File: src/rtl/core/b64d_pkg.sv
// ----------------------------------------------------------------------------
// b64d_pkg: shared types and helpers for the base64 stream decoder
// Holds the classified-character type passed from front to back, the
// queue sizing and the alphabet lookup.
// ----------------------------------------------------------------------------
package b64d_pkg;

    localparam int QUEUE_DEPTH = 2;
    localparam int QUEUE_PTR_W = $clog2(QUEUE_DEPTH);
    localparam int QUEUE_CNT_W = $clog2(QUEUE_DEPTH + 1);

    localparam logic [7:0] PAD_CHAR = 8'h3D;

    typedef enum logic [1:0] {
        KIND_SYM = 2'd0,
        KIND_PAD = 2'd1,
        KIND_BAD = 2'd2
    } t_kind;

    typedef struct packed {
        t_kind      kind;
        logic [5:0] sextet;
        logic       last;
    } t_cls_item;

    // Map one character to its class and six-bit value.
    function automatic t_cls_item classify(input logic [7:0] c, input logic last);
        t_cls_item r;
        logic [7:0] v;
        r.kind   = KIND_BAD;
        r.sextet = 6'd0;
        r.last   = last;
        v        = 8'd0;
        if (c >= 8'h41 && c <= 8'h5A) begin
            v      = c - 8'h41;
            r.kind = KIND_SYM;
        end else if (c >= 8'h61 && c <= 8'h7A) begin
            v      = c - 8'h61 + 8'd26;
            r.kind = KIND_SYM;
        end else if (c >= 8'h30 && c <= 8'h39) begin
            v      = c - 8'h30 + 8'd52;
            r.kind = KIND_SYM;
        end else if (c == 8'h2B) begin
            v      = 8'd62;
            r.kind = KIND_SYM;
        end else if (c == 8'h2F) begin
            v      = 8'd63;
            r.kind = KIND_SYM;
        end else if (c == PAD_CHAR) begin
            r.kind = KIND_PAD;
        end
        r.sextet = v[5:0];
        return r;
    endfunction

endpackage

File: src/rtl/core/base64_stream_decoder.sv
// ----------------------------------------------------------------------------
// base64_stream_decoder: one-character-per-beat base64 decoder
// Path: an input beat is registered in the queue, then in the output register.
// Throughput: one character per cycle while i_ready does not stall the output;
// the group state update in the assembler is the loop that sets this rate.
// Reset: synchronous, active low; clears the queue, the group state and the
// output valid flag. No clearing pass is needed.
// ----------------------------------------------------------------------------
module base64_stream_decoder
    import b64d_pkg::*;
(
    input  logic       i_clk,
    input  logic       i_rst_n,
    // character channel
    input  logic       i_valid,
    output logic       o_ready,
    input  logic [7:0] i_char_in,
    input  logic       i_last,
    // result channel
    output logic       o_valid,
    input  logic       i_ready,
    output logic       o_byte_valid,
    output logic [7:0] o_data_byte,
    output logic       o_bad_char,
    output logic       o_end_of_stream
);

    // Front -> queue: classified character beats.
    logic      w_q_push;
    t_cls_item w_push_item;
    logic      w_q_full;

    // Queue -> back: oldest pending beat.
    logic      w_q_pop;
    logic      w_q_nonempty;
    t_cls_item w_pop_item;

    // Classify each character as symbol, pad or bad; stall only on a full queue.
    b64d_front u_front (
        .i_valid   (i_valid),
        .o_ready   (o_ready),
        .i_char_in (i_char_in),
        .i_last    (i_last),
        .i_q_full  (w_q_full),
        .o_q_push  (w_q_push),
        .o_q_item  (w_push_item)
    );

    // Decouple intake from output back-pressure.
    b64d_queue u_queue (
        .i_clk      (i_clk),
        .i_rst_n    (i_rst_n),
        .i_push     (w_q_push),
        .i_item     (w_push_item),
        .o_full     (w_q_full),
        .i_pop      (w_q_pop),
        .o_nonempty (w_q_nonempty),
        .o_item     (w_pop_item)
    );

    // Track the group of four, assemble bytes and hold the result beat
    // until it is taken; a new beat is popped in the same cycle.
    b64d_back u_back (
        .i_clk           (i_clk),
        .i_rst_n         (i_rst_n),
        .i_q_nonempty    (w_q_nonempty),
        .i_q_item        (w_pop_item),
        .o_q_pop         (w_q_pop),
        .o_valid         (o_valid),
        .i_ready         (i_ready),
        .o_byte_valid    (o_byte_valid),
        .o_data_byte     (o_data_byte),
        .o_bad_char      (o_bad_char),
        .o_end_of_stream (o_end_of_stream)
    );

endmodule

File: src/rtl/core/b64d_front.sv
// ----------------------------------------------------------------------------
// b64d_front: character intake and classification
// Accepts one character beat, looks it up in the alphabet and hands the
// classified item to the queue.
// ----------------------------------------------------------------------------
module b64d_front
    import b64d_pkg::*;
(
    input  logic       i_valid,
    output logic       o_ready,
    input  logic [7:0] i_char_in,
    input  logic       i_last,
    input  logic       i_q_full,
    output logic       o_q_push,
    output t_cls_item  o_q_item
);

    // Take a beat whenever the queue has room.
    assign o_ready  = !i_q_full;
    assign o_q_push = i_valid && !i_q_full;
    assign o_q_item = classify(i_char_in, i_last);

endmodule

File: src/rtl/core/b64d_queue.sv
// ----------------------------------------------------------------------------
// b64d_queue: short FIFO between classifier and assembler
// Stores classified items; push and pop may happen in the same cycle.
// ----------------------------------------------------------------------------
module b64d_queue
    import b64d_pkg::*;
(
    input  logic       i_clk,
    input  logic       i_rst_n,
    input  logic       i_push,
    input  t_cls_item  i_item,
    output logic       o_full,
    input  logic       i_pop,
    output logic       o_nonempty,
    output t_cls_item  o_item
);

    t_cls_item                r_mem [QUEUE_DEPTH];
    logic [QUEUE_PTR_W-1:0]   r_wr_ptr, n_wr_ptr;
    logic [QUEUE_PTR_W-1:0]   r_rd_ptr, n_rd_ptr;
    logic [QUEUE_CNT_W-1:0]   r_count, n_count;

    assign o_full     = (r_count == QUEUE_CNT_W'(QUEUE_DEPTH));
    assign o_nonempty = (r_count != '0);
    assign o_item     = r_mem[r_rd_ptr];

    always_comb begin
        n_wr_ptr = r_wr_ptr;
        n_rd_ptr = r_rd_ptr;
        n_count  = r_count;
        if (i_push) begin
            n_wr_ptr = (r_wr_ptr == QUEUE_PTR_W'(QUEUE_DEPTH - 1)) ? '0 : r_wr_ptr + 1'b1;
        end
        if (i_pop) begin
            n_rd_ptr = (r_rd_ptr == QUEUE_PTR_W'(QUEUE_DEPTH - 1)) ? '0 : r_rd_ptr + 1'b1;
        end
        if (i_push && !i_pop) begin
            n_count = r_count + 1'b1;
        end else if (!i_push && i_pop) begin
            n_count = r_count - 1'b1;
        end
    end

    always_ff @(posedge i_clk) begin
        if (!i_rst_n) begin
            r_wr_ptr <= '0;
            r_rd_ptr <= '0;
            r_count  <= '0;
        end else begin
            r_wr_ptr <= n_wr_ptr;
            r_rd_ptr <= n_rd_ptr;
            r_count  <= n_count;
        end
    end

    always_ff @(posedge i_clk) begin
        if (i_push) begin
            r_mem[r_wr_ptr] <= i_item;
        end
    end

endmodule

File: src/rtl/core/b64d_back.sv
// ----------------------------------------------------------------------------
// b64d_back: group tracking and byte assembly
// Pops classified items, advances the group state and registers one
// result per item.
// ----------------------------------------------------------------------------
module b64d_back
    import b64d_pkg::*;
(
    input  logic       i_clk,
    input  logic       i_rst_n,
    input  logic       i_q_nonempty,
    input  t_cls_item  i_q_item,
    output logic       o_q_pop,
    output logic       o_valid,
    input  logic       i_ready,
    output logic       o_byte_valid,
    output logic [7:0] o_data_byte,
    output logic       o_bad_char,
    output logic       o_end_of_stream
);

    logic [1:0] r_pos, n_pos;
    logic [5:0] r_prev, n_prev;
    logic       r_pad, n_pad;
    logic       r_out_valid;
    logic       r_byte_valid, n_byte_valid;
    logic [7:0] r_data_byte, n_data_byte;
    logic       r_bad_char, n_bad_char;
    logic       r_eos;

    assign o_q_pop = i_q_nonempty && (!r_out_valid || i_ready);

    always_comb begin
        n_pos        = r_pos;
        n_prev       = r_prev;
        n_pad        = r_pad;
        n_byte_valid = 1'b0;
        n_data_byte  = 8'd0;
        n_bad_char   = 1'b0;
        if (r_pos == 2'd3 && r_pad) begin
            // Swallow the character after a position-2 pad.
            n_pos = 2'd0;
            n_pad = 1'b0;
        end else begin
            unique case (i_q_item.kind)
                KIND_PAD: begin
                    if (r_pos == 2'd2) begin
                        n_pad = 1'b1;
                        n_pos = 2'd3;
                    end else if (r_pos == 2'd3) begin
                        n_pos = 2'd0;
                        n_pad = 1'b0;
                    end else begin
                        n_bad_char = 1'b1;
                    end
                end
                KIND_SYM: begin
                    unique case (r_pos)
                        2'd1: n_data_byte = {r_prev, i_q_item.sextet[5:4]};
                        2'd2: n_data_byte = {r_prev[3:0], i_q_item.sextet[5:2]};
                        2'd3: n_data_byte = {r_prev[1:0], i_q_item.sextet};
                        default: n_data_byte = 8'd0;
                    endcase
                    n_byte_valid = (r_pos != 2'd0);
                    n_prev       = i_q_item.sextet;
                    n_pos        = r_pos + 2'd1;
                    if (r_pos == 2'd3) begin
                        n_pad = 1'b0;
                    end
                end
                default: begin
                    n_bad_char = 1'b1;
                end
            endcase
        end
        // Drop leftovers at the end of a string.
        if (i_q_item.last) begin
            n_pos  = 2'd0;
            n_prev = 6'd0;
            n_pad  = 1'b0;
        end
    end

    always_ff @(posedge i_clk) begin
        if (!i_rst_n) begin
            r_pos       <= 2'd0;
            r_prev      <= 6'd0;
            r_pad       <= 1'b0;
            r_out_valid <= 1'b0;
        end else begin
            if (o_q_pop) begin
                r_pos       <= n_pos;
                r_prev      <= n_prev;
                r_pad       <= n_pad;
                r_out_valid <= 1'b1;
            end else if (i_ready) begin
                r_out_valid <= 1'b0;
            end
        end
    end

    always_ff @(posedge i_clk) begin
        if (o_q_pop) begin
            r_byte_valid <= n_byte_valid;
            r_data_byte  <= n_data_byte;
            r_bad_char   <= n_bad_char;
            r_eos        <= i_q_item.last;
        end
    end

    assign o_valid         = r_out_valid;
    assign o_byte_valid    = r_byte_valid;
    assign o_data_byte     = r_data_byte;
    assign o_bad_char      = r_bad_char;
    assign o_end_of_stream = r_eos;

endmodule
File: config.mk
export PLATFORM = sky130hd
export DESIGN_NAME = base64_stream_decoder
export DESIGN_NICKNAME = d
export VERILOG_FILES = /design/src/rtl/core/b64d_pkg.sv /design/src/rtl/core/base64_stream_decoder.sv /design/src/rtl/core/b64d_front.sv /design/src/rtl/core/b64d_queue.sv /design/src/rtl/core/b64d_back.sv
export SDC_FILE = /design/constraint.sdc
export NUM_CORES = 1
export LEC_CHECK = 0
export ABC_AREA = 0
export BUFFER_PORTS_ARGS = -buffer_cell sky130_fd_sc_hd__buf_4
export CORE_UTILIZATION = 52
export DETAILED_ROUTE_END_ITERATION = 7
export PLACE_DENSITY = 0.77
export SYNTH_ARGS = -nofsm -noshare
export SYNTH_HDL_FRONTEND = slang
export SYNTH_SLANG_ARGS = --single-unit
export TNS_END_PERCENT = 5
File: constraint.sdc
create_clock -name i_clk -period 2 [get_ports i_clk]
set_input_delay 0.4 -clock i_clk [delete_from_list [all_inputs] [get_ports i_clk]]
set_output_delay 0.4 -clock i_clk [all_outputs]
set_load 0.02 [all_outputs]
==> results of run 1 <==
==> state kept, by name, indices dropped and copies added (netlist names), named ones only <==
signal                  cells
u_back.o_data_byte          8
u_queue.r_count             2
u_queue.r_wr_ptr            1
u_back.r_pad                1
u_back.r_pos                2
u_back.o_bad_char           1
u_back.o_end_of_stream      1
u_queue.r_mem              18
u_back.o_byte_valid         1
u_back.r_prev               6
u_queue.r_rd_ptr            1
u_back.o_valid              1
==> worst max-delay path, delay by kind of cell (launching register included) <==
kind            cells  cell delay, ns
compound gates      2            0.29
buf+inv             1            0.16
flops               1            0.49
mux                 1            0.30
simple gates        2            0.55
==> power groups by stage <==
stage / logic (W) / clock network [W] / registers (W)
2_1_floorplan: 0.000553 / 0 / 0.00144
3_3_place_gp: 0.00104 / 0 / 0.00133
3_5_place_dp: 0.00106 / 0 / 0.00134
4_1_cts: 0.00107 / 0.000624 / 0.00132
5_1_grt: 0.00117 / 0.000653 / 0.00134
6_report: 0.00108 / 0.000609 / 0.00131
==> path summary, 6_finish.rpt <==
check,endpoint,depth (start not counted),slack (ns)
hold / removal,u_queue.r_mem[1][0]$_DFFE_PP_,1,0.28
setup reg to reg,u_back.r_pos[1]$_SDFFE_PN0P_,6,0.13
setup / recovery,u_back.r_pos[1]$_SDFFE_PN0P_,6,0.13
hold reg to reg,u_back.r_prev[4]$_SDFFE_PN0P_,2,0.48
==> per-layer routing <==
layer / global-route usage [%] / up-vias
met4: 10.9 / 0
met5: 0 / -
met2: 35.9 / 69
met1: 22.2 / 909
li1: - / 973
met3: 4.99 / 9
==> synth_stat cells, drive strengths merged, types with 2 or more instances <==
| master | count | area, sq um |
|---|---|---|
| edfxtp | 29 | 871 |
| nor2 | 20 | 75.1 |
| dfxtp | 15 | 300 |
| ha | 15 | 188 |
| nand2 | 13 | 48.8 |
| inv | 12 | 45.0 |
| a21oi | 10 | 53.8 |
| nand2b | 10 | 62.6 |
| a21boi | 9 | 67.6 |
| a222oi | 8 | 80.1 |
| nand3 | 8 | 40.0 |
| mux2 | 7 | 82.6 |
| o21ai | 7 | 35.0 |
| buf | 5 | 28.8 |
| nor3 | 5 | 35.0 |
| and2 | 4 | 25.0 |
| clkbuf | 4 | 15.0 |
| o21a | 4 | 30.0 |
| xnor2 | 4 | 35.0 |
| and3 | 3 | 18.8 |
| mux2i | 3 | 33.8 |
| nor3b | 3 | 22.5 |
| or2 | 3 | 18.8 |
| a211oi | 2 | 15.0 |
| a221o | 2 | 20.0 |
| nand4 | 2 | 12.5 |
| nor2b | 2 | 12.5 |
| o31a | 2 | 17.5 |
| or3 | 2 | 12.5 |
==> kinds of logic (layout without fill, tap and decap cells) <==
| kind of cell | Yosys count | in the layout |
|---|---|---|
| AO/OA/AOI/OAI | 55 | 55 |
| XOR/XNOR | 5 | 5 |
| adder cells (fa/ha/maj) | 15 | 15 |
| buffers and inverters | 21 | 74 |
| flip-flops | 44 | 44 |
| multiplexers | 10 | 10 |
| AND/OR/NAND/NOR | 81 | 81 |
==> cell type report <==
class,instances,area (sq um)
Multi-Input combinational cell,166,1210
Inverter,12,45.0
Sequential cell,44,1170
Clock inverter,2,12.5
Tap cell,52,65.1
Clock buffer,6,93.8
Timing Repair Buffer,54,418
Fill cell,353,1430
==> repair_timing <==
item | 4_1_cts | 5_1_grt
setup endpoints to repair | 2 | 1
resized for setup | 1 | 1
endpoints found under the hold margin | 0 | 0
==> stage by stage <==
step | power [W] | util (%)
6_report | 0.00300 | 67.8
4_1_cts | 0.00301 | 67.6
2_1_floorplan | 0.00200 | -
3_3_place_gp | 0.00237 | 65.1
5_1_grt | 0.00316 | 67.8
3_5_place_dp | 0.00239 | 65.1
==> impl_metrics.py, run 1 <==
metrics = {
    "cts": {
        "cts_max_level": 2,
        "hold_buffers": 0,
        "clkSlewWorstSetupHoldPaths_ns": 0.09,
        "cts_sinks": 44,
        "cts_buffers": 5,
        "cts-root-buf": "clkbuf_8",
        "cts_tree": "yes",
        "clk_path_buf_depth": 2,
        "clk_latency_ns": 0.30,
        "post_cts_buffers": 0,
    },
    "route": {
        "met3_length_microns": 240,
        "top_layer": "met4",
        "drt-initial-drc-count": 193,
        "via_count": 1960,
        "wire_per_inst_microns": 14.1,
        "drc": 6,
        "drt-total-wl_microns": 4740,
        "viasPerCell": 5.83,
        "firstDrtPassIters": 8,
        "wl_met2_microns": 2440,
        "final_antenna_net_count": 0,
        "wl_met1_microns": 1970,
    },
    "sta": {
        "drv_slew": 0,
        "layout_min_cycle_time_ns": 1.87,
        "slew_headroom_pct": 69.7,
        "final.setup.worst_slack_ns": 0.127,
        "grt_setup_unrepaired": "false",
        "tns_ns": 0,
        "setup_viol": 0,
        "fin_hold_ws_ns": 0.279,
        "final_hold_viol_count": 0,
        "worst_pin_slew_ns": 0.452,
        "skew_ns": 0.0133,
        "max_freq_mhz": 534,
        "fin_crit_sh_pct": 93.7,
    },
    "final_layout": {
        "drive_above_1_share_pct": 27.8,
        "final_nets": 311,
        "layout_commonest_cell": "buf_4",
        "area_growth_syn_to_layout_pct": 22.7,
        "fin_area_sq_um": 3010,
        "final_cell_mix": "buf_4 (53), edfxtp_1 (29), nor2_1 (20)",
        "n_antenna_cell": 0,
        "instances_no_fill": 336,
    },
    "grt": {
        "grt_max_degree": 17,
        "grt_pass1_vias": 1853,
        "grt_pass1_wl_microns": 7940,
        "grt-ovfl-total": 0,
        "antenna_found_initial": 0,
        "track_usage_pct": 20.2,
    },
    "placed_design": {
        "gp_congestion": 0.900,
        "pre_cts_slack_ns": -0.127,
        "placed_area_sq_um": 2890,
        "io_buffers": 25,
        "placed_cells": 328,
        "dp_hpwl_microns": 3710,
    },
    "critical_path": {
        "max_stage_delay_ns": 0.49,
        "cp.arrival_ns": 2.10,
        "path_cells": "buf_12 > mux2_4 > a21oi_2 > nor3_1 > or4_1 > a21boi_1",
        "startpoint_type": "flop",
        "slowest_stage": "dfxtp_1",
        "endpoint_kind": "flop",
        "path_class": "reg2reg",
        "required_ns": 2.23,
        "crit_fanout": 7,
    },
    "power": {
        "internal_power_w": 0.00203,
        "clockPowerShare_pct": 20.3,
        "vdd_drop_max_mv": 0.454,
        "netSwitchingFraction_pct": 32.4,
        "p_per_area_nw_per_um2": 996,
        "leakage_nw": 1.18,
        "comb_power_share_pct": 35.9,
        "p_sw_w": 0.000972,
        "pwr-share-seq_pct": 43.8,
    },
    "synth": {
        "synth-compound-area-share_pct": 16.8,
        "yosysWarnings": 0,
        "avgSynthCellArea_sq_um": 10.6,
        "synth_top_family_by_area": "simple AND/OR/NAND/NOR gates",
        "synth_xor_area_share_pct": 1.78,
        "syn_area_sq_um": 2450,
        "synth-main-ff-cell": "edfxtp_1",
        "synthSimpleGateAreaFrac_pct": 17.7,
        "ys_seq_elements": 44,
        "yosys.area_share.adder_pct": 7.65,
        "syn_inst": 231,
        "synth.area.mux_share_pct": 4.74,
        "syn-num-nets": 259,
        "seq_area_frac_synth_pct": 47.7,
        "synth-edff-count": 29,
        "synth_cell_types": 55,
        "async_reset_ff_share_pct": 0,
    },
    "status": {
        "status": "complete, but fails checks",
        "violations": "DRC",
    },
    "worst_hold_path": {
        "worstHoldStart": "i_last",
        "min-delay-path-class": "in2reg",
    },
    "floorplan": {
        "die_area_sq_um": 5000,
        "die_h_microns": 70.7,
        "coreArea_sq_um": 4440,
        "initial_core_util_pct": 55.2,
        "io_pins": 26,
        "rows": 24,
        "die_w_microns": 70.7,
    },
    "flow_run": {
        "cap_violations": 0,
    },
}
Note: power is estimated with default switching activity, not from simulation.
==> run 2, diff against run 1 <==
- RECOVER_POWER: unset -> 50
==> impl_metrics.py, run 2 (synthesis gave the netlist of run 1 again) <==
metrics = {
    "status": {
        "status": "complete, but fails checks",
        "violations": "DRC",
    },
    "placed_design": {
        "io_buffers": 25,
        "gp_congestion": 0.900,
        "placed_area_sq_um": 2890,
        "dp_hpwl_microns": 3710,
    },
    "sta": {
        "layout_min_cycle_time_ns": 1.86,
        "worst_pin_slew_ns": 0.474,
        "drv_slew": 0,
        "grt_setup_unrepaired": "false",
        "setup_viol": 0,
        "tns_ns": 0,
        "skew_ns": 0.0130,
        "fin_crit_sh_pct": 93.2,
        "max_freq_mhz": 537,
        "final_hold_viol_count": 0,
        "slew_headroom_pct": 68.4,
    },
    "final_layout": {
        "n_antenna_cell": 0,
        "area_growth_syn_to_layout_pct": 20.1,
        "layout_commonest_cell": "buf_4",
        "regMostFlops": "u_queue.r_mem",
        "drive_above_1_share_pct": 21.8,
        "final_nets": 311,
        "largest_reg_flops": 18,
        "fin_area_sq_um": 2950,
        "fillers": 379,
        "final_cell_mix": "buf_4 (36), edfxtp_1 (29), nor2_1 (20)",
    },
    "route": {
        "drt-total-wl_microns": 4770,
        "firstDrtPassIters": 8,
        "wl_met2_microns": 2440,
        "met3_length_microns": 238,
        "drt-initial-drc-count": 177,
        "via_count": 1940,
        "wl_met1_microns": 2010,
        "drc": 6,
        "top_layer": "met4",
        "viasPerCell": 5.77,
        "wire_per_inst_microns": 14.2,
        "final_antenna_net_count": 0,
    },
    "critical_path": {
        "critPathTopFamily": "simple AND/OR/NAND/NOR gates",
        "critPathBufInv": 1,
        "endpoint_kind": "flop",
        "path_cells": "buf_12 > mux2_4 > a21oi_2 > nor3_1 > or4_1 > a21boi_1",
        "max_stage_delay_ns": 0.48,
        "slowest_stage": "dfxtp_1",
        "path_class": "reg2reg",
        "required_ns": 2.23,
        "crit_fanout": 7,
        "cp.arrival_ns": 2.09,
        "startpoint_type": "flop",
    },
    "grt": {
        "grt_pass1_vias": 1853,
        "grt-ovfl-total": 0,
        "antenna_found_initial": 0,
        "grt_max_degree": 17,
        "grt_pass1_wl_microns": 7940,
        "track_usage_pct": 20.2,
    },
    "cts": {
        "cts_tree": "yes",
        "cts-root-buf": "clkbuf_8",
        "clk_latency_ns": 0.30,
        "cts_buffers": 5,
        "cts_sinks": 44,
        "clkSlewWorstSetupHoldPaths_ns": 0.09,
        "hold_buffers": 0,
        "clk_path_buf_depth": 2,
        "cts_max_level": 2,
    },
    "floorplan": {
        "die_w_microns": 70.7,
        "rows": 24,
        "die_h_microns": 70.7,
        "coreArea_sq_um": 4440,
        "die_area_sq_um": 5000,
        "io_pins": 26,
        "initial_core_util_pct": 55.2,
    },
    "power": {
        "vdd_drop_max_mv": 0.475,
        "p_per_area_nw_per_um2": 982,
        "leakage_nw": 1.12,
    },
    "worst_hold_path": {
        "min-delay-path-class": "in2reg",
    },
    "flow_run": {
        "cap_violations": 0,
    },
}
run 2: cell types whose count changed in the layout (fill, tap and decap cells not counted), sizes merged:
| cell | change |
|---|---|
| clkbuf | +17 |
| buf | -17 |
run 2: final cells by class:
| type | count | area [sq um] | area share [%] |
|---|---|---|---|
| multi-input cells | 166 | 1200 | 40.8 |
| flip-flops and latches | 44 | 1170 | 39.7 |
| repair buffers | 54 | 358 | 12.1 |
| clock buffers | 6 | 93.8 | 3.18 |
| well taps | 52 | 65.1 | 2.21 |
| inverters | 12 | 45.0 | 1.53 |
| clock inverters | 2 | 12.5 | 0.424 |
run 2: where the power goes:
group / total (W) / switching (W) / internal (W)
Combinational: 0.000976 / 0.000585 / 0.000391
Clock: 0.000608 / 0.000289 / 0.000319
Sequential: 0.00131 / 0.0000951 / 0.00121
Total: 0.00289 / 0.000969 / 0.00192
run 2: through the flow:
step                std cells  total power, W  hold slack [ns]  worst slack [ns]  utilization (%)
floorplan                 231         0.00200            0.444             0.118                -
global placement          328         0.00237            0.460           -0.0614             65.1
detailed placement        328         0.00239            0.469            -0.127             65.1
CTS                       336         0.00301            0.271             0.129             67.6
global route              336         0.00305            0.292            0.0178             66.3
finish                    336         0.00289            0.303             0.136             66.3
run 2: metal layers:
metal  up-vias  global-route usage (%)
met1       900                    22.2
met2        59                    35.9
met4         0                    10.9
li1        972                       -
met5         -                       0
met3         9                    4.99
run 2: final timing paths:
check                                                     end                          start  cells after the start  slack (ns)
worst max-delay path             u_back.r_pos[1]$_SDFFE_PN0P_                           flop                      6        0.14
worst min-delay path            u_queue.r_mem[1][0]$_DFFE_PP_                         i_last                      1        0.30
worst max register to register   u_back.r_pos[1]$_SDFFE_PN0P_                           flop                      6        0.14
worst min register to register  u_back.r_prev[4]$_SDFFE_PN0P_  u_back.r_prev[4]$_SDFFE_PN0P_                      2        0.48
run 2: repair_timing:
action                     in CTS  in global routing
setup endpoints to repair       2                  1
gates resized for setup         1                  1
hold endpoints to repair        0                  0
setup buffers                   0                  0
==> run 3, diff against run 2 <==
--- a/config.mk
+++ b/config.mk
@@ -13,2 +13,3 @@
 export RECOVER_POWER = 50
+export SLEW_MARGIN = 20
 export SYNTH_ARGS = -nofsm -noshare
==> constraint.sdc (replaced) <==
create_clock -name i_clk -period 2 [get_ports i_clk]
set_input_delay 0.1 -clock i_clk [delete_from_list [all_inputs] [get_ports i_clk]]
set_output_delay 0.1 -clock i_clk [all_outputs]
set_load 0.02 [all_outputs]
==> impl_metrics.py, run 3 (synthesis gave the netlist of run 1 again) <==
metrics = {
    "status": {
        "status": "complete, but fails checks",
        "violations": "DRC",
    },
    "critical_path": {
        "slowest_stage": "dfxtp_1",
        "cp.arrival_ns": 2.03,
        "max_stage_delay_ns": 0.43,
        "crit_fanout": 8,
        "reg2reg_depth": 5,
        "critPathTopFamily": "simple AND/OR/NAND/NOR gates",
        "critPathBufInv": 0,
        "startpoint_type": "flop",
        "cp.depth": 5,
        "endpoint_kind": "flop",
        "required_ns": 2.22,
        "path_class": "reg2reg",
        "path_cells": "nor2_1 > or2_2 > ha_1 > or3_1 > a21boi_0",
    },
    "route": {
        "via_count": 1880,
        "viasPerCell": 5.93,
        "final_antenna_net_count": 0,
        "drc": 6,
        "firstDrtPassIters": 7,
        "drt-initial-drc-count": 139,
        "wire_per_inst_microns": 14.6,
        "drt-total-wl_microns": 4630,
    },
    "final_layout": {
        "area_growth_syn_to_layout_pct": 12.9,
        "final_cell_mix": "edfxtp_1 (29), nor2_1 (20), buf_4 (18)",
        "layout_commonest_cell": "edfxtp_1",
        "drive_above_1_share_pct": 16.2,
        "n_antenna_cell": 0,
        "fillers": 399,
        "regMostFlops": "u_queue.r_mem",
        "largest_reg_flops": 18,
        "final_nets": 292,
        "final_util_pct": 62.4,
    },
    "flow_run": {
        "cap_violations": 0,
    },
    "grt": {
        "grt-ovfl-total": 0,
        "grt_pass1_wl_microns": 7510,
        "antenna_found_initial": 0,
        "track_usage_pct": 19.0,
        "grt_pass1_vias": 1689,
        "grt_max_degree": 17,
    },
    "cts": {
        "clkSlewWorstSetupHoldPaths_ns": 0.08,
        "cts_sinks": 44,
        "cts-root-buf": "clkbuf_8",
        "cts_max_level": 2,
        "post_cts_buffers": 0,
        "clk_latency_ns": 0.29,
        "cts_tree": "yes",
        "clk_path_buf_depth": 2,
        "cts_buffers": 5,
    },
    "sta": {
        "slew_headroom_pct": 62.4,
        "setup_viol": 0,
        "worst_pin_slew_ns": 0.561,
        "layout_min_cycle_time_ns": 1.81,
        "grt_setup_unrepaired": "false",
        "final_hold_viol_count": 0,
        "tns_ns": 0,
        "drv_slew": 0,
        "fin_crit_sh_pct": 90.4,
        "max_freq_mhz": 553,
        "skew_ns": 0.00908,
    },
    "worst_hold_path": {
        "min-delay-path-class": "in2reg",
        "whs_path_depth": 2,
    },
    "floorplan": {
        "io_pins": 26,
        "rows": 24,
        "die_area_sq_um": 5000,
        "die_w_microns": 70.7,
        "coreArea_sq_um": 4440,
        "initial_core_util_pct": 55.2,
        "die_h_microns": 70.7,
    },
    "placed_design": {
        "gp_congestion": 0.911,
        "dp_hpwl_microns": 3480,
        "io_buffers": 25,
    },
    "power": {
        "vdd_drop_max_mv": 0.557,
        "p_per_area_nw_per_um2": 992,
        "leakage_nw": 1.02,
    },
}
-- run 3: changes by cell type in the layout (fill, tap and decap cells not counted), sizes merged --
cell / delta
buf: -19
clkbuf: -2
clkinv: +2
clkinvlp: -1
dlygate4sd3: +1
-- run 3: stage by stage --
stage	std cells	setup WS, ns	total power, W	hold slack [ns]	area (sq um)
2_1_floorplan	231	0.193	0.00200	0.199	2450
3_5_place_dp	308	0.0804	0.00234	0.292	2730
5_1_grt	317	0.0253	0.00290	0.122	2770
6_report	317	0.193	0.00275	0.129	2770
4_1_cts	317	0.0860	0.00285	0.121	2820
3_3_place_gp	308	0.110	0.00231	0.290	2730
-- run 3: power by group --
group / internal [W] / total [W] / switching [W]
Clock: 0.000237 / 0.000519 / 0.000282
Sequential: 0.00122 / 0.00130 / 0.0000883
Combinational: 0.000355 / 0.000928 / 0.000573
Total: 0.00181 / 0.00275 / 0.000943
-- run 3: layer usage --
layer | vias up | GRT usage (%) | part of all wire (%)
met3 | 10 | 4.42 | 4.9
met5 | - | 0 | 0
met1 | 879 | 21.8 | 43
li1 | 930 | - | -
met4 | 0 | 7.56 | 2.0
met2 | 61 | 34.2 | 50
-- run 3: layout make-up --
cell class,count,area (sq um),area share (%)
Clock inverter,3,13.8,0.497
Clock buffer,5,68.8,2.48
Tap cell,52,65.1,2.35
Inverter,12,45.0,1.63
Multi-Input combinational cell,166,1200,43.3
Timing Repair Buffer,35,209,7.54
Sequential cell,44,1170,42.3
-- run 3: worst reg2reg max path, cell delays in order, from the launching register on --
cell and delay, ns:
dfxtp_1 0.43, nor2_1 0.06, or2_2 0.37, ha_1 0.35, or3_1 0.37, a21boi_0 0.15
-- run 3: final timing paths --
kind                                         from                         endpoint  slack, ns
setup / recovery  u_queue.r_count[0]$_SDFFE_PN0P_  u_queue.r_count[1]$_SDFFE_PN0P_       0.19
hold / removal                            i_rst_n      u_back.o_valid$_SDFFE_PN0P_       0.13
setup reg to reg  u_queue.r_count[0]$_SDFFE_PN0P_  u_queue.r_count[1]$_SDFFE_PN0P_       0.19
hold reg to reg     u_back.r_prev[5]$_SDFFE_PN0P_    u_back.r_prev[5]$_SDFFE_PN0P_       0.47
-- run 3: what timing repair did --
action | CTS | global route
resized for setup | 0 | 1
hold endpoints to repair | 2 | 0
endpoints found under the setup margin | 0 | 6
hold buffers | 1 | 0
